### config.mk
export PLATFORM = sky130hd
export DESIGN_NAME = scaled_frame_timer
export DESIGN_NICKNAME = d
export VERILOG_FILES = /design/src/hdl/sft_pkg.sv /design/src/hdl/sft_regs.sv /design/src/hdl/sft_div.sv /design/src/hdl/sft_dp.sv /design/src/hdl/sft_ctrl.sv /design/src/hdl/scaled_frame_timer.sv
export SDC_FILE = /design/constraint.sdc
export NUM_CORES = 2
export LEC_CHECK = 0
export ABC_AREA = 1
export ABC_CLOCK_PERIOD_IN_PS = 25500
export BUFFER_PORTS_ARGS = -buffer_cell sky130_fd_sc_hd__clkbuf_2
export CORE_ASPECT_RATIO = 1.1
export CORE_MARGIN = 2
export CORE_UTILIZATION = 34
export DETAILED_ROUTE_END_ITERATION = 8
export PLACE_DENSITY = 0.59
export RECOVER_POWER = 25
export SLEW_MARGIN = 20
export SYNTH_ARGS = -nofsm -noshare
export SYNTH_HDL_FRONTEND = slang
export SYNTH_SLANG_ARGS = --single-unit
### constraint.sdc
create_clock -name clk -period 25.5 [get_ports clk]
set_input_delay 5.1 -clock clk [delete_from_list [all_inputs] [get_ports clk]]
set_output_delay 5.1 -clock clk [all_outputs]
set_load 0.005 [all_outputs]
### src/hdl/sft_pkg.sv
`default_nettype none

package sft_pkg;

  localparam int TS_W       = 64;
  localparam int FREQ_W     = 32;
  localparam int GAIN_W     = 16;
  localparam int FFR_W      = 10;
  localparam int RATE_W     = 32;
  localparam int HALF_W     = 32;
  localparam int MUL_W      = HALF_W + GAIN_W;
  localparam int DIV_N_W    = FREQ_W + 16;
  localparam int DIV_D_W    = TS_W;
  localparam int APB_ADDR_W = 5;
  localparam int APB_DATA_W = 32;
  localparam int REG_IDX_W  = APB_ADDR_W - 2;

  localparam int AVG_DEPTH_DEF = 8;

  localparam logic [FREQ_W-1:0] FREQ_RST = FREQ_W'(1000000);
  localparam logic [GAIN_W-1:0] GAIN_RST = GAIN_W'(256);
  localparam logic [FFR_W-1:0]  FFR_RST  = FFR_W'(60);

  localparam logic [REG_IDX_W-1:0] REG_TICK_FREQ  = REG_IDX_W'(0);
  localparam logic [REG_IDX_W-1:0] REG_RATE_GAIN  = REG_IDX_W'(1);
  localparam logic [REG_IDX_W-1:0] REG_FIXED_EN   = REG_IDX_W'(2);
  localparam logic [REG_IDX_W-1:0] REG_FIXED_RATE = REG_IDX_W'(3);
  localparam logic [REG_IDX_W-1:0] REG_AVG_EN     = REG_IDX_W'(4);

  typedef enum logic [1:0] {
    OP_UPDATE = 2'd0,
    OP_PAUSE  = 2'd1,
    OP_RESUME = 2'd2,
    OP_RESET  = 2'd3
  } op_t;

  typedef enum logic [3:0] {
    S_IDLE,
    S_DECIDE,
    S_MUL_LO,
    S_MUL_HI,
    S_SCALE,
    S_DIV_RATE,
    S_DIV_FIX,
    S_COMMIT,
    S_RING,
    S_DIV_AVG,
    S_FINISH
  } state_t;

  typedef struct packed {
    logic [FREQ_W-1:0] tick_frequency;
    logic [GAIN_W-1:0] rate_gain;
    logic              fixed_step_enable;
    logic [FFR_W-1:0]  fixed_frame_rate;
    logic              averaging_enable;
  } cfg_t;

  typedef struct packed {
    logic load;
    logic decide;
    logic mul_lo;
    logic mul_hi;
    logic scale;
    logic rate_cap;
    logic fix_start;
    logic fix_cap;
    logic commit;
    logic ring_upd;
    logic avg_cap;
    logic finish;
  } cmd_t;

  typedef struct packed {
    logic compute;
    logic fixed;
    logic avg;
    logic div_done;
    logic avg_done;
    logic out_free;
  } sts_t;

endpackage

`default_nettype wire

### src/hdl/sft_regs.sv
`default_nettype none

module sft_regs import sft_pkg::*; (
  input  logic                  clk,
  input  logic                  rst,
  input  logic                  psel,
  input  logic                  penable,
  input  logic                  pwrite,
  input  logic [APB_ADDR_W-1:0] paddr,
  input  logic [APB_DATA_W-1:0] pwdata,
  output logic [APB_DATA_W-1:0] prdata,
  output logic                  pready,
  output cfg_t                  cfg
);

  logic                 wr;
  logic [REG_IDX_W-1:0] idx;

  assign pready = 1'b1;
  assign wr     = psel & penable & pwrite;
  assign idx    = paddr[APB_ADDR_W-1:2];

  always_ff @(posedge clk) begin
    if (rst) begin
      cfg.tick_frequency    <= FREQ_RST;
      cfg.rate_gain         <= GAIN_RST;
      cfg.fixed_step_enable <= 1'b0;
      cfg.fixed_frame_rate  <= FFR_RST;
      cfg.averaging_enable  <= 1'b1;
    end else if (wr) begin
      case (idx)
        REG_TICK_FREQ:  cfg.tick_frequency    <= pwdata[FREQ_W-1:0];
        REG_RATE_GAIN:  cfg.rate_gain         <= pwdata[GAIN_W-1:0];
        REG_FIXED_EN:   cfg.fixed_step_enable <= pwdata[0];
        REG_FIXED_RATE: cfg.fixed_frame_rate  <= pwdata[FFR_W-1:0];
        REG_AVG_EN:     cfg.averaging_enable  <= pwdata[0];
        default: ;
      endcase
    end
  end

  always_comb begin
    case (idx)
      REG_TICK_FREQ:  prdata = APB_DATA_W'(cfg.tick_frequency);
      REG_RATE_GAIN:  prdata = APB_DATA_W'(cfg.rate_gain);
      REG_FIXED_EN:   prdata = APB_DATA_W'(cfg.fixed_step_enable);
      REG_FIXED_RATE: prdata = APB_DATA_W'(cfg.fixed_frame_rate);
      REG_AVG_EN:     prdata = APB_DATA_W'(cfg.averaging_enable);
      default:        prdata = '0;
    endcase
  end

endmodule

`default_nettype wire

### src/hdl/sft_div.sv
`default_nettype none

module sft_div import sft_pkg::*; (
  input  logic               clk,
  input  logic               rst,
  input  logic               start,
  input  logic [DIV_N_W-1:0] dividend,
  input  logic [DIV_D_W-1:0] divisor,
  output logic               done,
  output logic [DIV_N_W-1:0] quotient
);

  localparam int CNT_W = $clog2(DIV_N_W);
  localparam int CMP_W = DIV_D_W + 1;

  logic               busy;
  logic [CNT_W-1:0]   cnt;
  logic [DIV_N_W-1:0] rem;
  logic [DIV_N_W-1:0] quot;
  logic [DIV_D_W-1:0] dvs;
  logic [DIV_N_W:0]   trial;
  logic [CMP_W-1:0]   diff;
  logic               ge;

  assign trial    = {rem, quot[DIV_N_W-1]};
  assign ge       = CMP_W'(trial) >= CMP_W'(dvs);
  assign diff     = CMP_W'(trial) - CMP_W'(dvs);
  assign quotient = quot;

  always_ff @(posedge clk) begin
    if (rst) begin
      busy <= 1'b0;
      done <= 1'b0;
      cnt  <= '0;
    end else begin
      done <= 1'b0;
      if (start) begin
        busy <= 1'b1;
        cnt  <= '0;
      end else if (busy) begin
        cnt <= cnt + 1'b1;
        if (cnt == CNT_W'(DIV_N_W - 1)) begin
          busy <= 1'b0;
          done <= 1'b1;
        end
      end
    end
  end

  always_ff @(posedge clk) begin
    if (start) begin
      rem  <= '0;
      quot <= dividend;
      dvs  <= divisor;
    end else if (busy) begin
      rem  <= ge ? diff[DIV_N_W-1:0] : trial[DIV_N_W-1:0];
      quot <= {quot[DIV_N_W-2:0], ge};
    end
  end

endmodule

`default_nettype wire

### src/hdl/sft_dp.sv
`default_nettype none

module sft_dp import sft_pkg::*; #(
  parameter int AVG_DEPTH = AVG_DEPTH_DEF
) (
  input  logic            clk,
  input  logic            rst,
  input  cfg_t            cfg,
  input  cmd_t            cmd,
  output sts_t            sts,
  input  logic [1:0]      operation,
  input  logic [TS_W-1:0] timestamp,
  input  logic            out_stall,
  output logic            out_valid,
  output logic [TS_W-1:0] delta_ticks,
  output logic [TS_W-1:0] elapsed_ticks,
  output logic [RATE_W-1:0] frame_rate,
  output logic            paused
);

  localparam int SLOT_W  = (AVG_DEPTH > 1) ? $clog2(AVG_DEPTH) : 1;
  localparam int AVG_L   = $clog2(AVG_DEPTH);
  localparam int SUM_W   = RATE_W + AVG_L;
  localparam int RCP_W   = 48;
  localparam int CHUNK_W = 16;
  localparam int RCP_SH  = SUM_W + AVG_L;
  localparam int PART_W  = SUM_W + CHUNK_W;
  localparam int ACC_W   = SUM_W + RCP_W;
  localparam logic [63:0] RCP_FULL =
    ((64'd1 << RCP_SH) + 64'(AVG_DEPTH) - 64'd1) / 64'(AVG_DEPTH);
  localparam logic [RCP_W-1:0] RCP = RCP_FULL[RCP_W-1:0];

  op_t               op_r;
  logic [TS_W-1:0]   ts_r;
  logic [TS_W-1:0]   elapsed_acc;
  logic [TS_W-1:0]   last_stamp;
  logic              stamp_valid;
  logic              pause_flag;
  logic [TS_W-1:0]   iv;
  logic [MUL_W-1:0]  lo_prod;
  logic [MUL_W-1:0]  hi_prod;
  logic [TS_W-1:0]   delta_r;
  logic [RATE_W-1:0] rate_r;
  logic [RATE_W-1:0] fps_r;

  logic [HALF_W-1:0] mul_a;
  logic [MUL_W-1:0]  mul_p;
  logic [TS_W:0]     sc_sum;
  logic [TS_W-1:0]   scaled;

  logic               div_start;
  logic [DIV_N_W-1:0] div_n;
  logic [DIV_D_W-1:0] div_d;
  logic               div_done;
  logic [DIV_N_W-1:0] div_q;
  logic [RATE_W-1:0]  rate_sat;
  logic [FFR_W-1:0]   ffr_eff;

  logic [RATE_W-1:0]    ring [AVG_DEPTH];
  logic [AVG_DEPTH-1:0] ring_vld;
  logic [RATE_W-1:0]    rd_data;
  logic                 rd_vld;
  logic [SLOT_W-1:0]    slot;
  logic [SLOT_W-1:0]    slot_inc;
  logic [SUM_W-1:0]     sum;
  logic [SUM_W-1:0]     sum_next;
  logic [RATE_W-1:0]    old_rate;

  logic [SUM_W-1:0]   avg_x;
  logic [ACC_W-1:0]   avg_acc;
  logic [1:0]         avg_cnt;
  logic [CHUNK_W-1:0] rcp_chunk;
  logic [PART_W-1:0]  avg_part;

  assign sts.compute  = (op_r == OP_UPDATE) && !pause_flag && stamp_valid;
  assign sts.fixed    = cfg.fixed_step_enable;
  assign sts.avg      = cfg.averaging_enable;
  assign sts.div_done = div_done;
  assign sts.avg_done = (avg_cnt == 2'd0);
  assign sts.out_free = !out_valid || !out_stall;

  assign mul_a  = cmd.mul_hi ? iv[TS_W-1:HALF_W] : iv[HALF_W-1:0];
  assign mul_p  = MUL_W'(mul_a) * MUL_W'(cfg.rate_gain);
  assign sc_sum = {1'b0, hi_prod[39:0], 24'b0} + {25'b0, lo_prod[MUL_W-1:8]};
  assign scaled = ((|hi_prod[MUL_W-1:40]) || sc_sum[TS_W]) ? '1 : sc_sum[TS_W-1:0];

  assign ffr_eff  = (cfg.fixed_frame_rate == '0) ? FFR_W'(1) : cfg.fixed_frame_rate;
  assign rate_sat = ((iv == '0) || (|div_q[DIV_N_W-1:RATE_W])) ? '1 : div_q[RATE_W-1:0];

  assign slot_inc = (slot == SLOT_W'(AVG_DEPTH - 1)) ? '0 : slot + 1'b1;
  assign old_rate = rd_vld ? rd_data : '0;
  assign sum_next = sum - SUM_W'(old_rate) + SUM_W'(rate_r);

  // The average is the sum times a rounded-up reciprocal of the depth, taken in
  // three 16-bit slices of the constant. The scaling is exact for every sum.
  always_comb begin
    case (avg_cnt)
      2'd3:    rcp_chunk = RCP[47:32];
      2'd2:    rcp_chunk = RCP[31:16];
      default: rcp_chunk = RCP[15:0];
    endcase
  end

  assign avg_part = PART_W'(avg_x) * PART_W'(rcp_chunk);

  assign div_start = cmd.scale | cmd.fix_start;

  always_comb begin
    if (cmd.fix_start) begin
      div_n = DIV_N_W'(cfg.tick_frequency);
      div_d = DIV_D_W'(ffr_eff);
    end else begin
      div_n = {cfg.tick_frequency, 16'b0};
      div_d = iv;
    end
  end

  sft_div u_div (
    .clk      (clk),
    .rst      (rst),
    .start    (div_start),
    .dividend (div_n),
    .divisor  (div_d),
    .done     (div_done),
    .quotient (div_q)
  );

  always_ff @(posedge clk) begin
    if (cmd.load) begin
      op_r <= op_t'(operation);
      ts_r <= timestamp;
    end
    if (cmd.decide) begin
      iv <= ts_r - last_stamp;
      if (!sts.compute) begin
        delta_r <= '0;
        fps_r   <= '0;
      end
    end
    if (cmd.mul_lo) begin
      lo_prod <= mul_p;
    end
    if (cmd.mul_hi) begin
      hi_prod <= mul_p;
    end
    if (cmd.scale) begin
      delta_r <= scaled;
    end
    if (cmd.rate_cap) begin
      rate_r <= rate_sat;
    end
    if (cmd.fix_cap) begin
      delta_r <= TS_W'(div_q);
    end
    if (cmd.commit) begin
      fps_r   <= rate_r;
      rd_data <= ring[slot_inc];
      rd_vld  <= ring_vld[slot_inc];
    end
    if (cmd.ring_upd) begin
      ring[slot_inc] <= rate_r;
      avg_x          <= sum_next;
      avg_acc        <= '0;
    end else if (avg_cnt != 2'd0) begin
      avg_acc <= {avg_acc[ACC_W-CHUNK_W-1:0], {CHUNK_W{1'b0}}} + ACC_W'(avg_part);
    end
    if (cmd.avg_cap) begin
      fps_r <= avg_acc[RCP_SH +: RATE_W];
    end
    if (cmd.finish) begin
      delta_ticks   <= delta_r;
      elapsed_ticks <= elapsed_acc;
      frame_rate    <= fps_r;
      paused        <= pause_flag;
    end
  end

  always_ff @(posedge clk) begin
    if (rst) begin
      elapsed_acc <= '0;
      last_stamp  <= '0;
      stamp_valid <= 1'b0;
      pause_flag  <= 1'b0;
      ring_vld    <= '0;
      slot        <= '0;
      sum         <= '0;
      avg_cnt     <= '0;
      out_valid   <= 1'b0;
    end else begin
      if (cmd.decide && !sts.compute) begin
        case (op_r)
          OP_UPDATE: begin
            if (!pause_flag) begin
              last_stamp  <= ts_r;
              stamp_valid <= 1'b1;
            end
          end
          OP_PAUSE: pause_flag <= 1'b1;
          OP_RESUME: begin
            pause_flag  <= 1'b0;
            last_stamp  <= ts_r;
            stamp_valid <= 1'b1;
          end
          OP_RESET: begin
            elapsed_acc <= '0;
            last_stamp  <= ts_r;
            stamp_valid <= 1'b1;
          end
          default: ;
        endcase
      end
      if (cmd.commit) begin
        elapsed_acc <= elapsed_acc + delta_r;
        last_stamp  <= ts_r;
      end
      if (cmd.ring_upd) begin
        ring_vld[slot_inc] <= 1'b1;
        slot               <= slot_inc;
        sum                <= sum_next;
        avg_cnt            <= 2'd3;
      end else if (avg_cnt != 2'd0) begin
        avg_cnt <= avg_cnt - 2'd1;
      end
      if (cmd.finish) begin
        out_valid <= 1'b1;
      end else if (!out_stall) begin
        out_valid <= 1'b0;
      end
    end
  end

endmodule

`default_nettype wire

### src/hdl/sft_ctrl.sv
`default_nettype none

module sft_ctrl import sft_pkg::*; (
  input  logic clk,
  input  logic rst,
  input  logic in_valid,
  output logic in_stall,
  input  sts_t sts,
  output cmd_t cmd
);

  state_t state;
  state_t state_next;

  always_ff @(posedge clk) begin
    if (rst) begin
      state <= S_IDLE;
    end else begin
      state <= state_next;
    end
  end

  always_comb begin
    state_next = state;
    cmd        = '0;
    in_stall   = (state != S_IDLE);
    case (state)
      S_IDLE: begin
        if (in_valid) begin
          cmd.load   = 1'b1;
          state_next = S_DECIDE;
        end
      end
      S_DECIDE: begin
        cmd.decide = 1'b1;
        state_next = sts.compute ? S_MUL_LO : S_FINISH;
      end
      S_MUL_LO: begin
        cmd.mul_lo = 1'b1;
        state_next = S_MUL_HI;
      end
      S_MUL_HI: begin
        cmd.mul_hi = 1'b1;
        state_next = S_SCALE;
      end
      S_SCALE: begin
        cmd.scale  = 1'b1;
        state_next = S_DIV_RATE;
      end
      S_DIV_RATE: begin
        if (sts.div_done) begin
          cmd.rate_cap = 1'b1;
          if (sts.fixed) begin
            cmd.fix_start = 1'b1;
            state_next    = S_DIV_FIX;
          end else begin
            state_next = S_COMMIT;
          end
        end
      end
      S_DIV_FIX: begin
        if (sts.div_done) begin
          cmd.fix_cap = 1'b1;
          state_next  = S_COMMIT;
        end
      end
      S_COMMIT: begin
        cmd.commit = 1'b1;
        state_next = sts.avg ? S_RING : S_FINISH;
      end
      S_RING: begin
        cmd.ring_upd = 1'b1;
        state_next   = S_DIV_AVG;
      end
      S_DIV_AVG: begin
        if (sts.avg_done) begin
          cmd.avg_cap = 1'b1;
          state_next  = S_FINISH;
        end
      end
      S_FINISH: begin
        if (sts.out_free) begin
          cmd.finish = 1'b1;
          state_next = S_IDLE;
        end
      end
      default: state_next = S_IDLE;
    endcase
  end

endmodule

`default_nettype wire

### src/hdl/scaled_frame_timer.sv
// Scaled frame timer. Each input transaction carries an operation (update,
// pause, resume, reset accumulator) and a free-running tick timestamp; each
// one produces exactly one output transaction with the scaled delta, the
// accumulated game time, a Q16.16 frame rate and the pause flag.
// Both channels use valid and stall; a transaction completes on a clock edge
// with valid high and stall low. Registers are written over the APB port.
// Pause, resume, reset, an update while paused and the first update after
// reset skip the arithmetic and go from the decide state straight to the
// finish state. A measured update runs the frame-rate division, a second
// division in fixed-step mode and the averaging multiply when averaging is
// on. The divider is radix-2 and is shared by the frame rate and the fixed
// step; the average is a reciprocal multiply taken in 16-bit slices.
// One item is in work at a time; in_stall is low only while the controller
// is idle. A finished result sits in the output register, so the next item
// can be accepted while the receiver stalls; that item then waits for the
// output register to free up before it completes.
// Synchronous reset clears the timer state, the history ring and the
// registers to their defaults, and drops out_valid.
`default_nettype none

module scaled_frame_timer import sft_pkg::*; #(
  parameter int AVG_DEPTH = AVG_DEPTH_DEF
) (
  input  logic                  clk,
  input  logic                  rst,
  input  logic                  psel,
  input  logic                  penable,
  input  logic                  pwrite,
  input  logic [APB_ADDR_W-1:0] paddr,
  input  logic [APB_DATA_W-1:0] pwdata,
  output logic [APB_DATA_W-1:0] prdata,
  output logic                  pready,
  input  logic                  in_valid,
  output logic                  in_stall,
  input  logic [1:0]            operation,
  input  logic [TS_W-1:0]       timestamp,
  output logic                  out_valid,
  input  logic                  out_stall,
  output logic [TS_W-1:0]       delta_ticks,
  output logic [TS_W-1:0]       elapsed_ticks,
  output logic [RATE_W-1:0]     frame_rate,
  output logic                  paused
);

  cfg_t cfg;
  cmd_t cmd;
  sts_t sts;

  sft_regs u_regs (
    .clk     (clk),
    .rst     (rst),
    .psel    (psel),
    .penable (penable),
    .pwrite  (pwrite),
    .paddr   (paddr),
    .pwdata  (pwdata),
    .prdata  (prdata),
    .pready  (pready),
    .cfg     (cfg)
  );

  sft_ctrl u_ctrl (
    .clk      (clk),
    .rst      (rst),
    .in_valid (in_valid),
    .in_stall (in_stall),
    .sts      (sts),
    .cmd      (cmd)
  );

  sft_dp #(
    .AVG_DEPTH (AVG_DEPTH)
  ) u_dp (
    .clk           (clk),
    .rst           (rst),
    .cfg           (cfg),
    .cmd           (cmd),
    .sts           (sts),
    .operation     (operation),
    .timestamp     (timestamp),
    .out_stall     (out_stall),
    .out_valid     (out_valid),
    .delta_ticks   (delta_ticks),
    .elapsed_ticks (elapsed_ticks),
    .frame_rate    (frame_rate),
    .paused        (paused)
  );

endmodule

`default_nettype wire

==> run_results.csv <==
group,metric,value,unit
status,status,"complete, but fails checks",
status,violations,"max-capacitance violations, max-slew violations",
die,fp.dieW,485,um
power_and_ir_drop,p_clk_share,23.3,%
timing,fmax,83.2,MHz
synthesis,ys_types,61,
routing,vias_per_cell,4.95,
placement,place_congestion,0.987,
synthesis,synthTopCellsByCount,"nand2_1, inv_1, nor2_1, edfxtp_1, o21ai_0",
synthesis,yosysTopAreaCell,"edfxtp_1",
critical_path,crit_chain,"clkbuf_2 -> nor3_1 -> inv_2 -> o221ai_1 -> clkbuf_2",
die,fp.coreArea,253000,um2
clock_network,numCtsBuffers,148,
job,maxCapViolCount,6,
critical_path,critical-path-top-delay-family,"compound AO/OA/AOI/OAI gates",
timing,hold_violations,0,
critical_path,cp_data_required_time,20.40,ns
synthesis,avgSynthCellArea,8.15,um2
global_routing,grt_antenna_before_repair,21,
min_path,min_path_type,"register to register",
routing,drt_iter0_drc,5635,
critical_path,worstPathArrival,6.91,ns
placement,port_buffers,302,
synthesis,synth_seq_cells,1309,
layout,drive_gt1_share,6.63,%
synthesis,yosysMostFrequentCell,"nand2_1",
timing,fin_crit_sh,47.1,%
power_and_ir_drop,power.total,0.00960,W
clock_network,cts.path.max_buffers,3,
power_and_ir_drop,seqPwrFrac,33.7,%
timing,relSlewSlack,-175,%
timing,slew_violations,284,
clock_network,clk_latency,0.83,ns
power_and_ir_drop,swShare,44.0,%
clock_network,root_buffer,"clkbuf_16",
timing,rsz0062_at_grt,"no",
timing,tightest_slew,4.13,ns
routing,antenna_left,0,
clock_network,cts_resized,0,
critical_path,r2r_end,"u_dp.lo_prod[27]",
critical_path,ff2ff_setup_slack,17.00,ns
power_and_ir_drop,ir_worst_vdd,0.0673,mV
critical_path,ff2ff_path_depth,25,
die,placementRows,194,
global_routing,grt_use_total,21.9,%
timing,setup_viol,0,
die,die_h,533,um
synthesis,synth.cell_area,86400,um2
global_routing,grt_overflow_total,0,
timing,min_period,12.01,ns
critical_path,critPathKind,"input port to output port",
die,die-area,258000,um2
synthesis,synthArstFlopShare,0,%
clock_network,cts.sinks,1309,
synthesis,postSynthCellCount,10600,
critical_path,reg2reg_from,"u_ctrl.state[3]",
synthesis,synth-seq-area-share,41.1,%
synthesis,syn_nets,11600,
synthesis,yosysTopAreaCellShare,32.2,%
clock_network,cts_tree,"done",
global_routing,grt_max_degree,93,
placement,hpwl,223000,um
synthesis,yosys_most_used_dff,"edfxtp_1",
power_and_ir_drop,comb_power_share,43.0,%
power_and_ir_drop,p_sw,0.00422,W
power_and_ir_drop,p_leak,42.6,nW
synthesis,ys_warn_count,0,
critical_path,critPathMaxStageDelay,0.86,ns
die,num_io_pins,306,
global_routing,grt_pass1_vias,70100,
critical_path,worstPathMaxFanout,16,
critical_path,cpMaxStageDelayCell,"o221ai_1",
timing,finalClockSkew,0.0871,ns
global_routing,grt_first_pass_wirelength,429000,um
critical_path,crit_buf_inv,3,
routing,postRouteWirelength,287000,um
critical_path,startpoint,"paddr[4]",
layout,n_fill_cell,26400,
routing,wl_per_cell,20.1,um
layout,finalNetCount,11800,
routing,drc,0,
power_and_ir_drop,p_int,0.00538,W
critical_path,cp.depth,5,
clock_network,postCtsHoldBufs,0,
synthesis,synth_edf_count,927,
layout,syn2layout_area_growth,12.0,%
critical_path,setup.worst_path.end,"prdata[1]",
clock_network,clk_pin_slew,0.06,ns
critical_path,setup.worst_path.start_class,"input port",
die,start_util,34.1,%
critical_path,end_kind,"output port",
power_and_ir_drop,power.density,99.2,nW/um2
clock_network,postCtsSetupRepairBufs,0,
routing,dr.pass1.iters,8,
routing,vias,70900,
timing,fin_setup_tns,0,ns
critical_path,crit_top_cell,"clkbuf_2",
synthesis,synth_top_cells_by_area,"edfxtp_1, fa_1, nand2_1",
clock_network,htree_levels,4,
-- power groups by stage --
| stage | clock, W | combinational, W | sequential (W) |
|---|---|---|---|
| 2_1_floorplan | 0 | 0.00272 | 0.00308 |
| 3_3_place_gp | 0 | 0.00407 | 0.00326 |
| 3_5_place_dp | 0 | 0.00409 | 0.00326 |
| 4_1_cts | 0.00228 | 0.00411 | 0.00322 |
| 5_1_grt | 0.00236 | 0.00459 | 0.00326 |
| 6_report | 0.00224 | 0.00413 | 0.00323 |
-- flip-flops by register name, summed over array words and instances, names as in the netlist, 8 cells and up --
name / count
u_dp.u_div.dvs: 64
u_dp.ring: 256
u_dp.elapsed_acc: 64
u_regs.cfg: 60
u_dp.avg_acc: 67
u_dp.rd_data: 32
u_dp.u_div.quotient: 48
u_dp.fps_r: 32
u_dp.hi_prod: 48
u_dp.ring_vld: 8
u_dp.lo_prod: 40
u_dp.delta_ticks: 64
u_dp.elapsed_ticks: 64
u_dp.sum: 35
u_dp.avg_x: 35
u_dp.rate_r: 32
u_dp.iv: 64
u_dp.u_div.rem: 48
u_dp.ts_r: 64
u_dp.delta_r: 64
u_dp.last_stamp: 64
u_dp.frame_rate: 32
-- area by class of cell --
cell class / count / area, um2 / area share [%]
clock inverters: 78 / 1050 / 1.09
diodes: 10 / 25.0 / 0.0259
multi-input cells: 6957 / 42100 / 43.5
repair buffers: 382 / 2090 / 2.16
flip-flops and latches: 1309 / 35500 / 36.7
inverters: 2049 / 7700 / 7.95
well taps: 3332 / 4170 / 4.31
clock buffers: 198 / 4110 / 4.24
-- per-layer routing --
layer / routed length (um) / GRT usage [%]
met5: 0 / 0
met1: 121000 / 27.8
met2: 136000 / 36.8
met4: 14900 / 10.6
met3: 15800 / 2.65
-- per-stage QoR --
step	cell area [um2]	std cells	hold slack, ns	worst slack [ns]	util, %
after floorplan	86400	10600	0.400	12.95	-
after global placement	91600	14000	0.402	13.54	36.2
after detailed placement	91600	14000	0.405	13.57	36.2
after CTS	96800	14300	0.416	13.56	38.2
after global routing	96700	14300	0.426	13.52	38.2
final	96700	14300	0.412	13.49	38.2
-- cells by family (layout without fill, tap and decap cells) --
group                    Yosys count  in the layout  share of synthesized area [%]
AND/OR/NAND/NOR                 4325           4325                           20.4
adder cells (fa/ha/maj)          847            847                           16.2
AO/OA/AOI/OAI                   1619           1619                           10.3
other                              1             11                        0.00434
flip-flops                      1309           1309                           41.1
buffers and inverters           2333           2707                           10.3
XOR/XNOR                         165            165                           1.67
-- worst reg2reg max path, stage by stage (launching register included) --
cell and delay (ns):
dfxtp_1 0.32, inv_1 0.11, nand2_1 0.18, nor2_4 0.47, inv_2 0.05, buf_4 0.33, o21ai_2 0.64, clkinv_1 0.65
nand2_1 0.26, fa_1 0.44, fa_1 0.50, fa_1 0.52, inv_1 0.05, fa_1 0.48, fa_1 0.56, inv_1 0.06
fa_1 0.56, inv_1 0.06, ha_1 0.43, nand2_1 0.13, nor2_1 0.19, inv_1 0.09, nor2_1 0.19, inv_1 0.05
o21ai_0 0.37, xor2_1 0.59
-- layout by cell type (no fill, tap or decap), drive strengths merged, types with 16 or more instances in the layout --
master	synthesis	layout
nand2	2400	2400
inv	2019	2031
nor2	1135	1135
edfxtp	927	927
o21ai	745	745
a21oi	636	636
nand3	505	505
clkbuf	194	505
fa	455	455
ha	392	392
dfxtp	382	382
xor2	109	109
nor3	88	88
buf	90	75
clkinv	30	73
nand4	68	68
xnor2	56	56
nor4	51	51
o21bai	44	44
o22ai	39	39
o2111ai	32	32
nand3b	30	30
or2	29	29
a21o	25	25
a31oi	18	18
a22oi	17	17
a32oi	16	16
-- how the worst min path moves through the flow --
stage / start / to / slack, ns / depth (start not counted)
floorplan: u_dp.fps_r[0] / u_dp.frame_rate[0] / 0.40 / 0
global placement: u_dp.fps_r[3] / u_dp.frame_rate[3] / 0.40 / 0
detailed placement: u_dp.fps_r[3] / u_dp.frame_rate[3] / 0.40 / 0
CTS: u_dp.fps_r[31] / u_dp.frame_rate[31] / 0.42 / 0
global route: u_dp.fps_r[9] / u_dp.frame_rate[9] / 0.43 / 0
finish: u_dp.fps_r[31] / u_dp.frame_rate[31] / 0.41 / 0
No activity file was read; power rests on OpenSTA's default activity.
